<file path="src/hw/rtl/tcst_pkg.sv">
// ----------------------------------------------------------------------------
// Touch contact slot table package
// Shared types, operation codes, register indexes and reset values.
// ----------------------------------------------------------------------------
package tcst_pkg;

    localparam int DEFAULT_SLOTS = 16;

    localparam logic [2:0] OP_DOWN   = 3'd0;
    localparam logic [2:0] OP_MOTION = 3'd1;
    localparam logic [2:0] OP_UP     = 3'd2;
    localparam logic [2:0] OP_CANCEL = 3'd3;
    localparam logic [2:0] OP_READ   = 3'd4;

    localparam logic [2:0] CFG_RENDER_WIDTH  = 3'd0;
    localparam logic [2:0] CFG_RENDER_HEIGHT = 3'd1;
    localparam logic [2:0] CFG_OFFSET_X      = 3'd2;
    localparam logic [2:0] CFG_OFFSET_Y      = 3'd3;
    localparam logic [2:0] CFG_SCALE_WIDTH   = 3'd4;
    localparam logic [2:0] CFG_SCALE_HEIGHT  = 3'd5;
    localparam logic [2:0] CFG_IGNORED_DEV   = 3'd6;

    localparam logic [13:0] RST_RENDER_WIDTH  = 14'd640;
    localparam logic [13:0] RST_RENDER_HEIGHT = 14'd480;
    localparam logic [15:0] RST_SCALE         = 16'd256;
    localparam logic [31:0] RST_IGNORED_DEV   = 32'hFFFF_FFFF;

    localparam logic [31:0] RELEASED_ID = 32'hFFFF_FFFF;
    localparam logic [15:0] POS_MAX     = 16'h7FFF;
    localparam logic [15:0] POS_MIN     = 16'h8000;

    typedef struct packed {
        logic [2:0]         op;
        logic signed [31:0] device_id;
        logic signed [31:0] finger_id;
        logic [15:0]        norm_x;
        logic [15:0]        norm_y;
        logic [15:0]        norm_pressure;
        logic [3:0]         read_index;
    } tcst_req_t;

    typedef struct packed {
        logic               hit;
        logic [3:0]         slot_index;
        logic [15:0]        active_mask;
        logic               slot_active;
        logic signed [31:0] slot_finger;
        logic signed [15:0] pos_x;
        logic signed [15:0] pos_y;
        logic [15:0]        pressure;
    } tcst_res_t;

    typedef struct packed {
        logic [31:0] device;
        logic [31:0] finger;
        logic [15:0] x;
        logic [15:0] y;
        logic [15:0] pressure;
    } tcst_entry_t;

endpackage

</file>
<file path="src/hw/rtl/tcst_ram.sv">
// ----------------------------------------------------------------------------
// Generic RAM
// One write port and one read port with registered read data.
// ----------------------------------------------------------------------------
module tcst_ram #(
    parameter int WIDTH = 8,
    parameter int DEPTH = 16,
    localparam int AW = (DEPTH > 1) ? $clog2(DEPTH) : 1
) (
    input  logic             clk,
    input  logic             we,
    input  logic [AW-1:0]    waddr,
    input  logic [WIDTH-1:0] wdata,
    input  logic [AW-1:0]    raddr,
    output logic [WIDTH-1:0] rdata
);

    logic [WIDTH-1:0] mem [DEPTH];

    always_ff @(posedge clk)
    begin
        if (we)
        begin
            mem[waddr] <= wdata;
        end
        rdata <= mem[raddr];
    end

endmodule

</file>
<file path="src/hw/rtl/touch_contact_slot_table.sv">
// ----------------------------------------------------------------------------
// Touch contact slot table
// Finger-down, motion, up, cancel and read requests on a table of contacts.
// Ignored, unknown or out-of-range read requests reply without the table; reads fetch
// the slot directly; other requests scan the table one slot a cycle, then finger-down and
// motion map x and y through one shared 16-step divider.
// Busy stays high while any request is in progress.
// Reset clears the table at once through per-slot valid bits; no sweep.
// Results carry a one-cycle done strobe and cannot be stalled.
// ----------------------------------------------------------------------------
module touch_contact_slot_table
    import tcst_pkg::*;
#(
    parameter int SLOTS = DEFAULT_SLOTS
) (
    input  logic        clk,
    input  logic        rst_n,
    input  logic        start,
    output logic        busy,
    input  tcst_req_t   req,
    output logic        done,
    output tcst_res_t   res,
    input  logic        cfg_we,
    input  logic [2:0]  cfg_index,
    input  logic [31:0] cfg_data
);

    localparam int SLOT_W = (SLOTS > 1) ? $clog2(SLOTS) : 1;
    localparam int CNT_W  = $clog2(SLOTS + 1);
    localparam int MASK_N = (SLOTS < 16) ? SLOTS : 16;
    localparam logic [SLOT_W-1:0] LAST_SLOT = SLOT_W'(SLOTS - 1);

    typedef enum logic [3:0] {
        S_IDLE, S_SCAN, S_MUL, S_PRE, S_DIV, S_END, S_WRITE, S_FINAL, S_REPLY
    } state_t;

    state_t state_reg, state_next;
    logic found_reg, found_next;
    logic free_found_reg, free_found_next;
    logic [SLOT_W-1:0] free_idx_reg, free_idx_next;
    logic [SLOT_W-1:0] sel_reg, sel_next;
    logic [CNT_W-1:0] scan_cnt_reg, scan_cnt_next;
    logic cmp_vld_reg, cmp_vld_next;
    logic [SLOT_W-1:0] cmp_idx_reg, cmp_idx_next;
    logic [SLOT_W-1:0] rd_idx_reg;
    logic axis_reg, axis_next;
    logic [3:0] step_reg, step_next;
    logic [SLOTS-1:0] active_reg, active_next;
    logic [SLOTS-1:0] valid_reg, valid_next;
    logic done_reg, done_next;
    tcst_res_t res_reg, res_next;

    logic [13:0] render_width_reg, render_height_reg;
    logic [15:0] offset_x_reg, offset_y_reg;
    logic [15:0] scale_width_reg, scale_height_reg;
    logic [31:0] ignored_dev_reg;

    tcst_req_t req_reg, req_next;
    tcst_entry_t hold_reg, hold_next;
    logic signed [33:0] num_reg, num_next;
    logic [31:0] rem_reg, rem_next;
    logic [39:0] dv_reg, dv_next;
    logic [15:0] quo_reg, quo_next;
    logic neg_reg, neg_next;
    logic zero_reg, zero_next;
    logic ovf_reg, ovf_next;
    logic [15:0] mx_reg, mx_next;
    logic [15:0] my_reg, my_next;

    logic ram_we;
    logic [SLOT_W-1:0] ram_waddr, ram_raddr;
    tcst_entry_t ram_wdata, ram_rdata, cur;

    logic [15:0] m_norm, m_scale;
    logic [13:0] m_size;
    logic [15:0] m_off;
    logic [29:0] m_prod;
    logic [31:0] m_mag;
    logic [23:0] m_div;
    logic ge;
    logic [15:0] pos_calc;
    logic act;
    logic ignored;

    tcst_ram #(
        .WIDTH ($bits(tcst_entry_t)),
        .DEPTH (SLOTS)
    ) u_ram (
        .clk   (clk),
        .we    (ram_we),
        .waddr (ram_waddr),
        .wdata (ram_wdata),
        .raddr (ram_raddr),
        .rdata (ram_rdata)
    );

    assign cur     = valid_reg[rd_idx_reg] ? ram_rdata : '0;
    assign act     = active_reg[cmp_idx_reg];
    assign ignored = (req.op <= OP_CANCEL) && (req.device_id == ignored_dev_reg);

    always_comb
    begin
        m_norm  = axis_reg ? req_reg.norm_y : req_reg.norm_x;
        m_size  = axis_reg ? render_height_reg : render_width_reg;
        m_off   = axis_reg ? offset_y_reg : offset_x_reg;
        m_scale = axis_reg ? scale_height_reg : scale_width_reg;
        m_prod  = {14'd0, m_norm} * {16'd0, m_size};
        m_mag   = num_reg[33] ? 32'(-num_reg) : num_reg[31:0];
        m_div   = {m_scale, 8'd0};
        ge      = {8'd0, rem_reg} >= dv_reg;
        if (zero_reg)
        begin
            pos_calc = '0;
        end
        else if (neg_reg)
        begin
            pos_calc = (ovf_reg || quo_reg > POS_MIN) ? POS_MIN : 16'(16'd0 - quo_reg);
        end
        else
        begin
            pos_calc = (ovf_reg || quo_reg > POS_MAX) ? POS_MAX : quo_reg;
        end
    end

    always_comb
    begin
        state_next      = state_reg;
        found_next      = found_reg;
        free_found_next = free_found_reg;
        free_idx_next   = free_idx_reg;
        sel_next        = sel_reg;
        scan_cnt_next   = scan_cnt_reg;
        cmp_vld_next    = 1'b0;
        cmp_idx_next    = cmp_idx_reg;
        axis_next       = axis_reg;
        step_next       = step_reg;
        active_next     = active_reg;
        valid_next      = valid_reg;
        done_next       = 1'b0;
        res_next        = res_reg;
        req_next        = req_reg;
        hold_next       = hold_reg;
        num_next        = num_reg;
        rem_next        = rem_reg;
        dv_next         = dv_reg;
        quo_next        = quo_reg;
        neg_next        = neg_reg;
        zero_next       = zero_reg;
        ovf_next        = ovf_reg;
        mx_next         = mx_reg;
        my_next         = my_reg;
        ram_we          = 1'b0;
        ram_waddr       = sel_reg;
        ram_wdata       = '0;
        ram_raddr       = sel_reg;

        case (state_reg)
            S_IDLE:
            begin
                if (start)
                begin
                    req_next        = req;
                    found_next      = 1'b0;
                    free_found_next = 1'b0;
                    scan_cnt_next   = '0;
                    axis_next       = 1'b0;
                    if (ignored || req.op > OP_READ)
                    begin
                        state_next = S_REPLY;
                    end
                    else if (req.op == OP_READ)
                    begin
                        if (int'(req.read_index) < SLOTS)
                        begin
                            found_next = 1'b1;
                            sel_next   = SLOT_W'(req.read_index);
                            state_next = S_FINAL;
                        end
                        else
                        begin
                            state_next = S_REPLY;
                        end
                    end
                    else
                    begin
                        state_next = S_SCAN;
                    end
                end
            end

            S_SCAN:
            begin
                ram_raddr = scan_cnt_reg[SLOT_W-1:0];
                if (scan_cnt_reg < CNT_W'(SLOTS))
                begin
                    scan_cnt_next = scan_cnt_reg + 1'b1;
                    cmp_vld_next  = 1'b1;
                    cmp_idx_next  = scan_cnt_reg[SLOT_W-1:0];
                end
                if (cmp_vld_reg)
                begin
                    case (req_reg.op)
                        OP_DOWN:
                        begin
                            if (cur.finger == req_reg.finger_id)
                            begin
                                found_next = 1'b1;
                                sel_next   = cmp_idx_reg;
                                state_next = S_MUL;
                            end
                            else
                            begin
                                if (!act && !free_found_reg)
                                begin
                                    free_found_next = 1'b1;
                                    free_idx_next   = cmp_idx_reg;
                                end
                                if (cmp_idx_reg == LAST_SLOT)
                                begin
                                    if (free_found_reg || !act)
                                    begin
                                        found_next = 1'b1;
                                        sel_next   = free_found_reg ? free_idx_reg : cmp_idx_reg;
                                        state_next = S_MUL;
                                    end
                                    else
                                    begin
                                        state_next = S_REPLY;
                                    end
                                end
                            end
                        end
                        OP_MOTION, OP_UP:
                        begin
                            if (act && cur.finger == req_reg.finger_id)
                            begin
                                found_next = 1'b1;
                                sel_next   = cmp_idx_reg;
                                hold_next  = cur;
                                state_next = (req_reg.op == OP_UP) ? S_WRITE : S_MUL;
                            end
                            else if (cmp_idx_reg == LAST_SLOT)
                            begin
                                state_next = S_REPLY;
                            end
                        end
                        default:
                        begin
                            if (cur.device == req_reg.device_id)
                            begin
                                ram_we                   = 1'b1;
                                ram_waddr                = cmp_idx_reg;
                                ram_wdata                = cur;
                                ram_wdata.device         = RELEASED_ID;
                                ram_wdata.finger         = RELEASED_ID;
                                ram_wdata.pressure       = '0;
                                valid_next[cmp_idx_reg]  = 1'b1;
                                active_next[cmp_idx_reg] = 1'b0;
                                if (!found_reg)
                                begin
                                    found_next = 1'b1;
                                    sel_next   = cmp_idx_reg;
                                end
                            end
                            if (cmp_idx_reg == LAST_SLOT)
                            begin
                                state_next = (found_next) ? S_FINAL : S_REPLY;
                            end
                        end
                    endcase
                end
            end

            S_MUL:
            begin
                num_next   = $signed({4'd0, m_prod}) - $signed({{2{m_off[15]}}, m_off, 16'd0});
                state_next = S_PRE;
            end

            S_PRE:
            begin
                neg_next  = num_reg[33];
                zero_next = (m_mag == '0);
                ovf_next  = ({8'd0, m_mag} >= {m_div, 16'd0});
                rem_next  = m_mag;
                dv_next   = {1'b0, m_div, 15'd0};
                quo_next  = '0;
                step_next = '0;
                state_next = (m_mag == '0 || {8'd0, m_mag} >= {m_div, 16'd0}) ? S_END : S_DIV;
            end

            S_DIV:
            begin
                rem_next  = ge ? rem_reg - dv_reg[31:0] : rem_reg;
                quo_next  = {quo_reg[14:0], ge};
                dv_next   = dv_reg >> 1;
                step_next = step_reg + 1'b1;
                if (step_reg == 4'd15)
                begin
                    state_next = S_END;
                end
            end

            S_END:
            begin
                if (axis_reg)
                begin
                    my_next    = pos_calc;
                    state_next = S_WRITE;
                end
                else
                begin
                    mx_next    = pos_calc;
                    axis_next  = 1'b1;
                    state_next = S_MUL;
                end
            end

            S_WRITE:
            begin
                ram_we              = 1'b1;
                ram_waddr           = sel_reg;
                valid_next[sel_reg] = 1'b1;
                case (req_reg.op)
                    OP_DOWN:
                    begin
                        ram_wdata            = {req_reg.device_id, req_reg.finger_id,
                                                mx_reg, my_reg, req_reg.norm_pressure};
                        active_next[sel_reg] = 1'b1;
                    end
                    OP_MOTION:
                    begin
                        ram_wdata = {hold_reg.device, hold_reg.finger,
                                     mx_reg, my_reg, req_reg.norm_pressure};
                    end
                    default:
                    begin
                        ram_wdata            = {RELEASED_ID, RELEASED_ID,
                                                hold_reg.x, hold_reg.y, 16'd0};
                        active_next[sel_reg] = 1'b0;
                    end
                endcase
                state_next = S_FINAL;
            end

            S_FINAL:
            begin
                ram_raddr  = sel_reg;
                state_next = S_REPLY;
            end

            S_REPLY:
            begin
                res_next             = '0;
                res_next.active_mask = 16'(active_reg[MASK_N-1:0]);
                if (found_reg)
                begin
                    res_next.hit         = 1'b1;
                    res_next.slot_index  = 4'(sel_reg);
                    res_next.slot_active = active_reg[sel_reg];
                    res_next.slot_finger = cur.finger;
                    res_next.pos_x       = cur.x;
                    res_next.pos_y       = cur.y;
                    res_next.pressure    = cur.pressure;
                end
                done_next  = 1'b1;
                state_next = S_IDLE;
            end

            default:
            begin
                state_next = S_IDLE;
            end
        endcase
    end

    always_ff @(posedge clk or negedge rst_n)
    begin
        if (!rst_n)
        begin
            state_reg         <= S_IDLE;
            found_reg         <= 1'b0;
            free_found_reg    <= 1'b0;
            free_idx_reg      <= '0;
            sel_reg           <= '0;
            scan_cnt_reg      <= '0;
            cmp_vld_reg       <= 1'b0;
            cmp_idx_reg       <= '0;
            rd_idx_reg        <= '0;
            axis_reg          <= 1'b0;
            step_reg          <= '0;
            active_reg        <= '0;
            valid_reg         <= '0;
            done_reg          <= 1'b0;
            res_reg           <= '0;
            render_width_reg  <= RST_RENDER_WIDTH;
            render_height_reg <= RST_RENDER_HEIGHT;
            offset_x_reg      <= '0;
            offset_y_reg      <= '0;
            scale_width_reg   <= RST_SCALE;
            scale_height_reg  <= RST_SCALE;
            ignored_dev_reg   <= RST_IGNORED_DEV;
        end
        else
        begin
            state_reg      <= state_next;
            found_reg      <= found_next;
            free_found_reg <= free_found_next;
            free_idx_reg   <= free_idx_next;
            sel_reg        <= sel_next;
            scan_cnt_reg   <= scan_cnt_next;
            cmp_vld_reg    <= cmp_vld_next;
            cmp_idx_reg    <= cmp_idx_next;
            rd_idx_reg     <= ram_raddr;
            axis_reg       <= axis_next;
            step_reg       <= step_next;
            active_reg     <= active_next;
            valid_reg      <= valid_next;
            done_reg       <= done_next;
            res_reg        <= res_next;
            if (cfg_we)
            begin
                case (cfg_index)
                    CFG_RENDER_WIDTH:  render_width_reg  <= cfg_data[13:0];
                    CFG_RENDER_HEIGHT: render_height_reg <= cfg_data[13:0];
                    CFG_OFFSET_X:      offset_x_reg      <= cfg_data[15:0];
                    CFG_OFFSET_Y:      offset_y_reg      <= cfg_data[15:0];
                    CFG_SCALE_WIDTH:   scale_width_reg   <= cfg_data[15:0];
                    CFG_SCALE_HEIGHT:  scale_height_reg  <= cfg_data[15:0];
                    CFG_IGNORED_DEV:   ignored_dev_reg   <= cfg_data;
                    default:
                    begin
                    end
                endcase
            end
        end
    end

    always_ff @(posedge clk)
    begin
        req_reg  <= req_next;
        hold_reg <= hold_next;
        num_reg  <= num_next;
        rem_reg  <= rem_next;
        dv_reg   <= dv_next;
        quo_reg  <= quo_next;
        neg_reg  <= neg_next;
        zero_reg <= zero_next;
        ovf_reg  <= ovf_next;
        mx_reg   <= mx_next;
        my_reg   <= my_next;
    end

    assign busy = (state_reg != S_IDLE);
    assign done = done_reg;
    assign res  = res_reg;

endmodule
</file>
<file path="config.mk">
export PLATFORM = sky130hd
export DESIGN_NAME = touch_contact_slot_table
export DESIGN_NICKNAME = d
export VERILOG_FILES = /design/src/hw/rtl/tcst_pkg.sv /design/src/hw/rtl/tcst_ram.sv /design/src/hw/rtl/touch_contact_slot_table.sv
export SDC_FILE = /design/constraint.sdc
export NUM_CORES = 2
export LEC_CHECK = 0
export ABC_AREA = 1
export BUFFER_PORTS_ARGS = -buffer_cell sky130_fd_sc_hd__buf_2
export CORE_UTILIZATION = 58
export CTS_BUF_LIST = sky130_fd_sc_hd__clkbuf_8
export CTS_CLUSTER_DIAMETER = 100
export DETAILED_ROUTE_END_ITERATION = 10
export PLACE_DENSITY_LB_ADDON = 0.15
export SKIP_LAST_GASP = 1
export SYNTH_ARGS = -nofsm -noshare
export SYNTH_HDL_FRONTEND = slang
export SYNTH_SLANG_ARGS = --single-unit
</file>
<file path="constraint.sdc">
create_clock -name clk -period 13.2 [get_ports clk]
set_clock_uncertainty 0.2 [all_clocks]
set_input_delay 1.32 -clock clk [delete_from_list [all_inputs] [get_ports clk]]
set_output_delay 1.32 -clock clk [all_outputs]
set_load 0.02 [all_outputs]
</file>
[After elaboration in Yosys (flattened, before gate mapping)]
Memory sizes are Yosys's and may differ from the RTL's. A register that Yosys moved wholly into a read port is not among the register bits.
Index checks and enable logic that the tools add are counted.
Widths: inputs -> output; s select.
Operators by class
  bitwise operators: 9
  add/sub/neg operators: 6
  mux-type cells: 109
  reduce and logical (&&, ||, !) cells: 45
  multipliers: 1
  eq/ne operators: 42
  $lt $le $gt $ge: 12
Operator list (count)
  $mux 112: 4
  $pmux 112 s2: 2
  $mux 16: 13
  $pmux 16 s2: 4
  $mux 4: 27
  $eq 32x32->1: 3
  $mux 81: 1
  $ge 32x40->1: 2
  $pmux 40 s2: 1
  $mux 32: 2
  $pmux 32 s2: 1
  $or 16x16->16: 3
  $sub 31x32->33: 1
  $and 16x16->16: 2
  $logic_not 32->1: 1
  $neg 32->32: 1
  $not 16->16: 2
  $pmux 4 s2: 4
  $pmux 4 s8: 1
  $sub 32x32->32: 1
  $mux 1: 31
  $mul 16x14->30: 1
  $ne 2x2->1 const B: 13
  $reduce_and 2->1: 13
  41 further kinds: 90
Storage, ports and cells
  register bits after elaboration: 659
  output and inout bits: 104
  bits in writable memories: 1792
  memories kept: 1
Memory list
  u_ram.mem: words 16, bits a word 112, rd ports 1, clocked after Yosys merged registers in 1, write ports 1, RTL line tcst_ram.sv:18  | logic [WIDTH-1:0] mem [DEPTH];

[Logic depth before layout (Yosys ltp)]
  word-level depth: 13
  mapped depth: 44

[By module]
A second synthesis with hierarchy kept.
Unflattened totals
  cells, all modules: 11878
  area, all modules: 118499.9 um^2
Modules (own cells, without submodules)
  tcst_ram: cells an instance 7348, area an instance 78814.3 um^2, times used 1, seq. area each 56053.8 um^2
  touch_contact_slot_table: cells an instance 4530, area an instance 39685.6 um^2, times used 1, seq. area each 18347.6 um^2

[Least setup slack after synthesis]
Ideal clock, no wire load.
  kind: register to register
  start: reg rd_idx_reg[0]
  end: reg hold_reg[100] (netlist name), enable pin
  setup time: 0.669 ns
  slack: 4.053 ns
  data arrival time: 8.278 ns
  buffers on the path: 3
  clock period less this slack: 9.147 ns
  cell stages (with the launch flop): 19
  required time: 12.331 ns
  cells stage by stage: dfrtp_1 buf_6 inv_6 nand2_1 nand3_1 nand3_1 nand3_1 nand2_1 buf_6 buf_2 nand2_1 nand2_1 nand2_1 nand2_1 nor2_1 nand2_1 nor2_1 nand3_1 nor3_1
On the way
  word-level cells in the longest chain between the ends: 6
Ends and longest elaborated chain
  from (decl): RTL line touch_contact_slot_table.sv:45  | logic [SLOT_W-1:0] rd_idx_reg;
  from (signal assigned): RTL line touch_contact_slot_table.sv:414  | rd_idx_reg <= ram_raddr;
  $bmux 1 s4: RTL line touch_contact_slot_table.sv:97  | assign cur = valid_reg[rd_idx_reg] ? ram_rdata : '0;
  $mux 1 (not written as such): RTL line touch_contact_slot_table.sv:97
  $mux 112: RTL line touch_contact_slot_table.sv:97
  $eq 32x32->1: RTL line touch_contact_slot_table.sv:235  | if (act && cur.finger == req_reg.finger_id)
  $logic_and 1x1->1: RTL line touch_contact_slot_table.sv:235
  $reduce_and 4->1 (no line)
  to (signal assigned): RTL line touch_contact_slot_table.sv:442  | hold_reg <= hold_next;
  to (decl): RTL line touch_contact_slot_table.sv:59  | tcst_entry_t hold_reg, hold_next;
Every way passes these cells. The select of a mux whose other input is x is not followed.
A chain may end at the register's enable or synchronous reset.

[Worst setup path after layout]
  start: reg axis_reg
  end: reg, netlist name num_reg[32]
On the way
  word-level cells in the longest chain between the ends: 3
Ends and longest elaborated chain
  from (decl): RTL line touch_contact_slot_table.sv:46  | logic axis_reg, axis_next;
  from (signal assigned): RTL line touch_contact_slot_table.sv:415  | axis_reg <= axis_next;
  $mux 16 / $mux 14 (equally long branches): RTL line touch_contact_slot_table.sv:103, touch_contact_slot_table.sv:104
  $mul 16x14->30: RTL line touch_contact_slot_table.sv:107  | m_prod = {14'd0, m_norm} * {16'd0, m_size};
  $sub 31x32->33 (*): RTL line touch_contact_slot_table.sv:276  | num_next = $signed({4'd0, m_prod}) - $signed({{2{m_off[15]}}, m_off, 16'd0});
Mark *: on every way between the ends. The rest lies on a longest branch, timed or not.

==> results.txt <==
Final Hold Fails = 0
Post-Synth XOR/XNOR Area = 0.887%
Die W = 439 um
main combinational cell family by area after synthesis = compound AO/OA/AOI/OAI gates
Critical Path Start Type = register
Routed WL = 310000 um
Core Area = 0.189 mm^2
initial antenna violation count = 5
Starting Density = 58.6%
share of cells above drive strength 1 = 10.2%
port bufs = 261
largest net degree at the start of global routing = 223
final period utilization = 71.9%
clk sink count = 2562
wire length per cell = 24.8 um
simple-gate portion of the synthesized area = 10.3%
CP delay by family, top = adder cells
Setup-failing EPs final = 0
adder-cell share of the synthesized area = 4.76%
first-pass GRT wire length = 460000 um
CTS tree = yes
Syn-to-layout area delta = 10.2%
crit end category = register
die height = 439 um
CTS Buffer Depth = 4
CP max FO = 63
CTS H-tree depth = 5
Util after Layout = 64.6%
sequential area share after synthesis = 67.3%
Synth Area in Compound Gates = 12.1%
Via Count = 76428
Critical Path RT = 13790 ps
DRC marker count from the first detailed-route iteration = 8924
I/O pin total = 262
RSZ-0062 raised after global routing = false
TNS Setup = 0 ps
clock buffers created by TritonCTS = 418
Placer Congestion = 0.926
crit path DAT = 10080 ps
most common cell after layout, fill and taps aside = edfxtp_1
Post-CTS Repair Setup Buffers = 0
Slew Viols, Final = 0
Yosys top cell area share = 58.6%
Unique masters post-synth = 54
vias in the first global route = 74346
cell taking the most area after synthesis = edfxtp_1
Synth Flop Type = edfxtp_1
Setup WS pre-CTS = 3740 ps
Buf+Inv Stages, Crit Path = 7
Crit-path slowest cell = buf_4
syn nets = 9878
Hold Path End = req_reg[63]
hold depth = 1
R2R Path Start = axis_reg
multiplexer share of the synthesized area = 0.347%
status = complete, no violations
Reg-to-Reg End = num_reg[32]
Hold Startpoint = req[63]
CTS Root Cell = clkbuf_8
die area = 0.192 mm^2
Slew HR = 17.9%
post-synthesis register bit count = 2562
Routed Antenna Nets = 0
Clock transition at path regs = 70 ps
Post-CTS Hold Fix Bufs = 0
max reg flops = 1792
Synth warnings = 0
Remaining DRCs = 0
crit-path max cell delay = 680 ps
r2r worst-path depth = 39
Mapped Avg Cell Area = 11.8 um^2
ranking of synthesized cells by area = edfxtp_1 (59%), o21ai_0 (6.0%), dfrtp_1 (5.7%), nor2_1 (4.6%), nand2_1 (3.8%)
PnR worst setup slack = 3710 ps
CP Class = register to register
drt pass-1 iters = 6
CTS-repair resized insts = 0
Async S/R FF share, synth = 11.4%
Clock Latency Late Sink = 1100 ps
via/cell ratio = 6.13
nets = 10119
min cycle time layout = 9490 ps
cell repeated most along the worst path = nand2_1
fmax = 105 MHz
Total GRT Usage = 31.9%
Worst Setup SP = axis_reg
worst slew pin tran = 1230 ps
synthesized cell area = 0.111 mm^2
grt ovf = 0
Hold WC Path Type = primary input to register
Mapped Cells = 9400
DP HPWL = 170000 um
row count = 159
number of flops mapped to enable cells by yosys = 2158
most frequent cells in the layout = edfxtp_1 (2158), o21ai_0 (1336), nor2_1 (1331), nand2_1 (1115), inv_1 (845)
R2R Setup Slk = 3710 ps
max_cap viols = 0
[cell usage after synthesis (all sizes together), types with 9 or more instances]
cell    number
edfxtp    2158
o21ai     1374
nor2      1354
nand2     1121
inv        677
clkbuf     504
o221ai     295
o22ai      259
dfrtp      252
nand3      246
fa         167
o211ai     163
ha         153
a21oi      119
dfxtp      112
xor2        66
xnor2       46
or2         44
dfstp       40
nand4       34
buf         33
nor3        29
mux2i       26
nand3b      24
a31oi       17
clkinv      15
mux2        11
nor4         9
[layout make-up]
cell class,instances,area [um^2]
Sequential cell,2562,74400
Fill cell,14401,66800
Multi-Input combinational cell,5609,31700
Clock buffer,459,6320
Tap cell,2495,3120
Inverter,692,2640
Timing Repair Buffer,358,2290
Clock inverter,298,1390
Antenna cell,4,10.0
[metrics by stage]
step	cells	area (um^2)	hold WS, ps
2_1_floorplan	9400	111000	221
3_3_place_gp	11716	114000	241
3_5_place_dp	11716	114000	246
4_1_cts	12473	122000	89.8
5_1_grt	12477	122000	126
6_report	12477	122000	202
[cells by family after synthesis]
logic type	count (synthesis)
buf+inv	1229
mux	37
compound gates	2275
fa+ha+maj	320
simple gates	2865
xor+xnor	112
flops	2562
[per-layer routing]
metal	global-route usage (%)	vias up	share of wire, %
li1	-	34040	-
met1	43.4	37892	40
met2	51.4	3823	48
met3	5.00	669	8.3
met4	13.5	4	4.3
met5	0	-	0.0087
[worst max path at each step]
stage / to / cells after the start
2_1_floorplan: hold_reg[100] / 18
3_3_place_gp: num_reg[32] / 35
3_5_place_dp: num_reg[32] / 34
4_1_cts: num_reg[32] / 39
5_1_grt: num_reg[32] / 34
6_report: num_reg[32] / 39
[worst register-to-register path: cells and delay by family, from the launching register on]
kind / cells / cell delay, ps
AOI/OAI and AO/OA: 12 / 2330
buffers and inverters: 7 / 1530
DFF: 1 / 360
xor gates and xnor gates: 1 / 190
adders and majority gates: 8 / 3760
and+or+nand+nor: 11 / 890
Power is left out: the tool's default activity adds up to more than one toggle a clock period on the data nets, which glitch-free logic cannot reach.
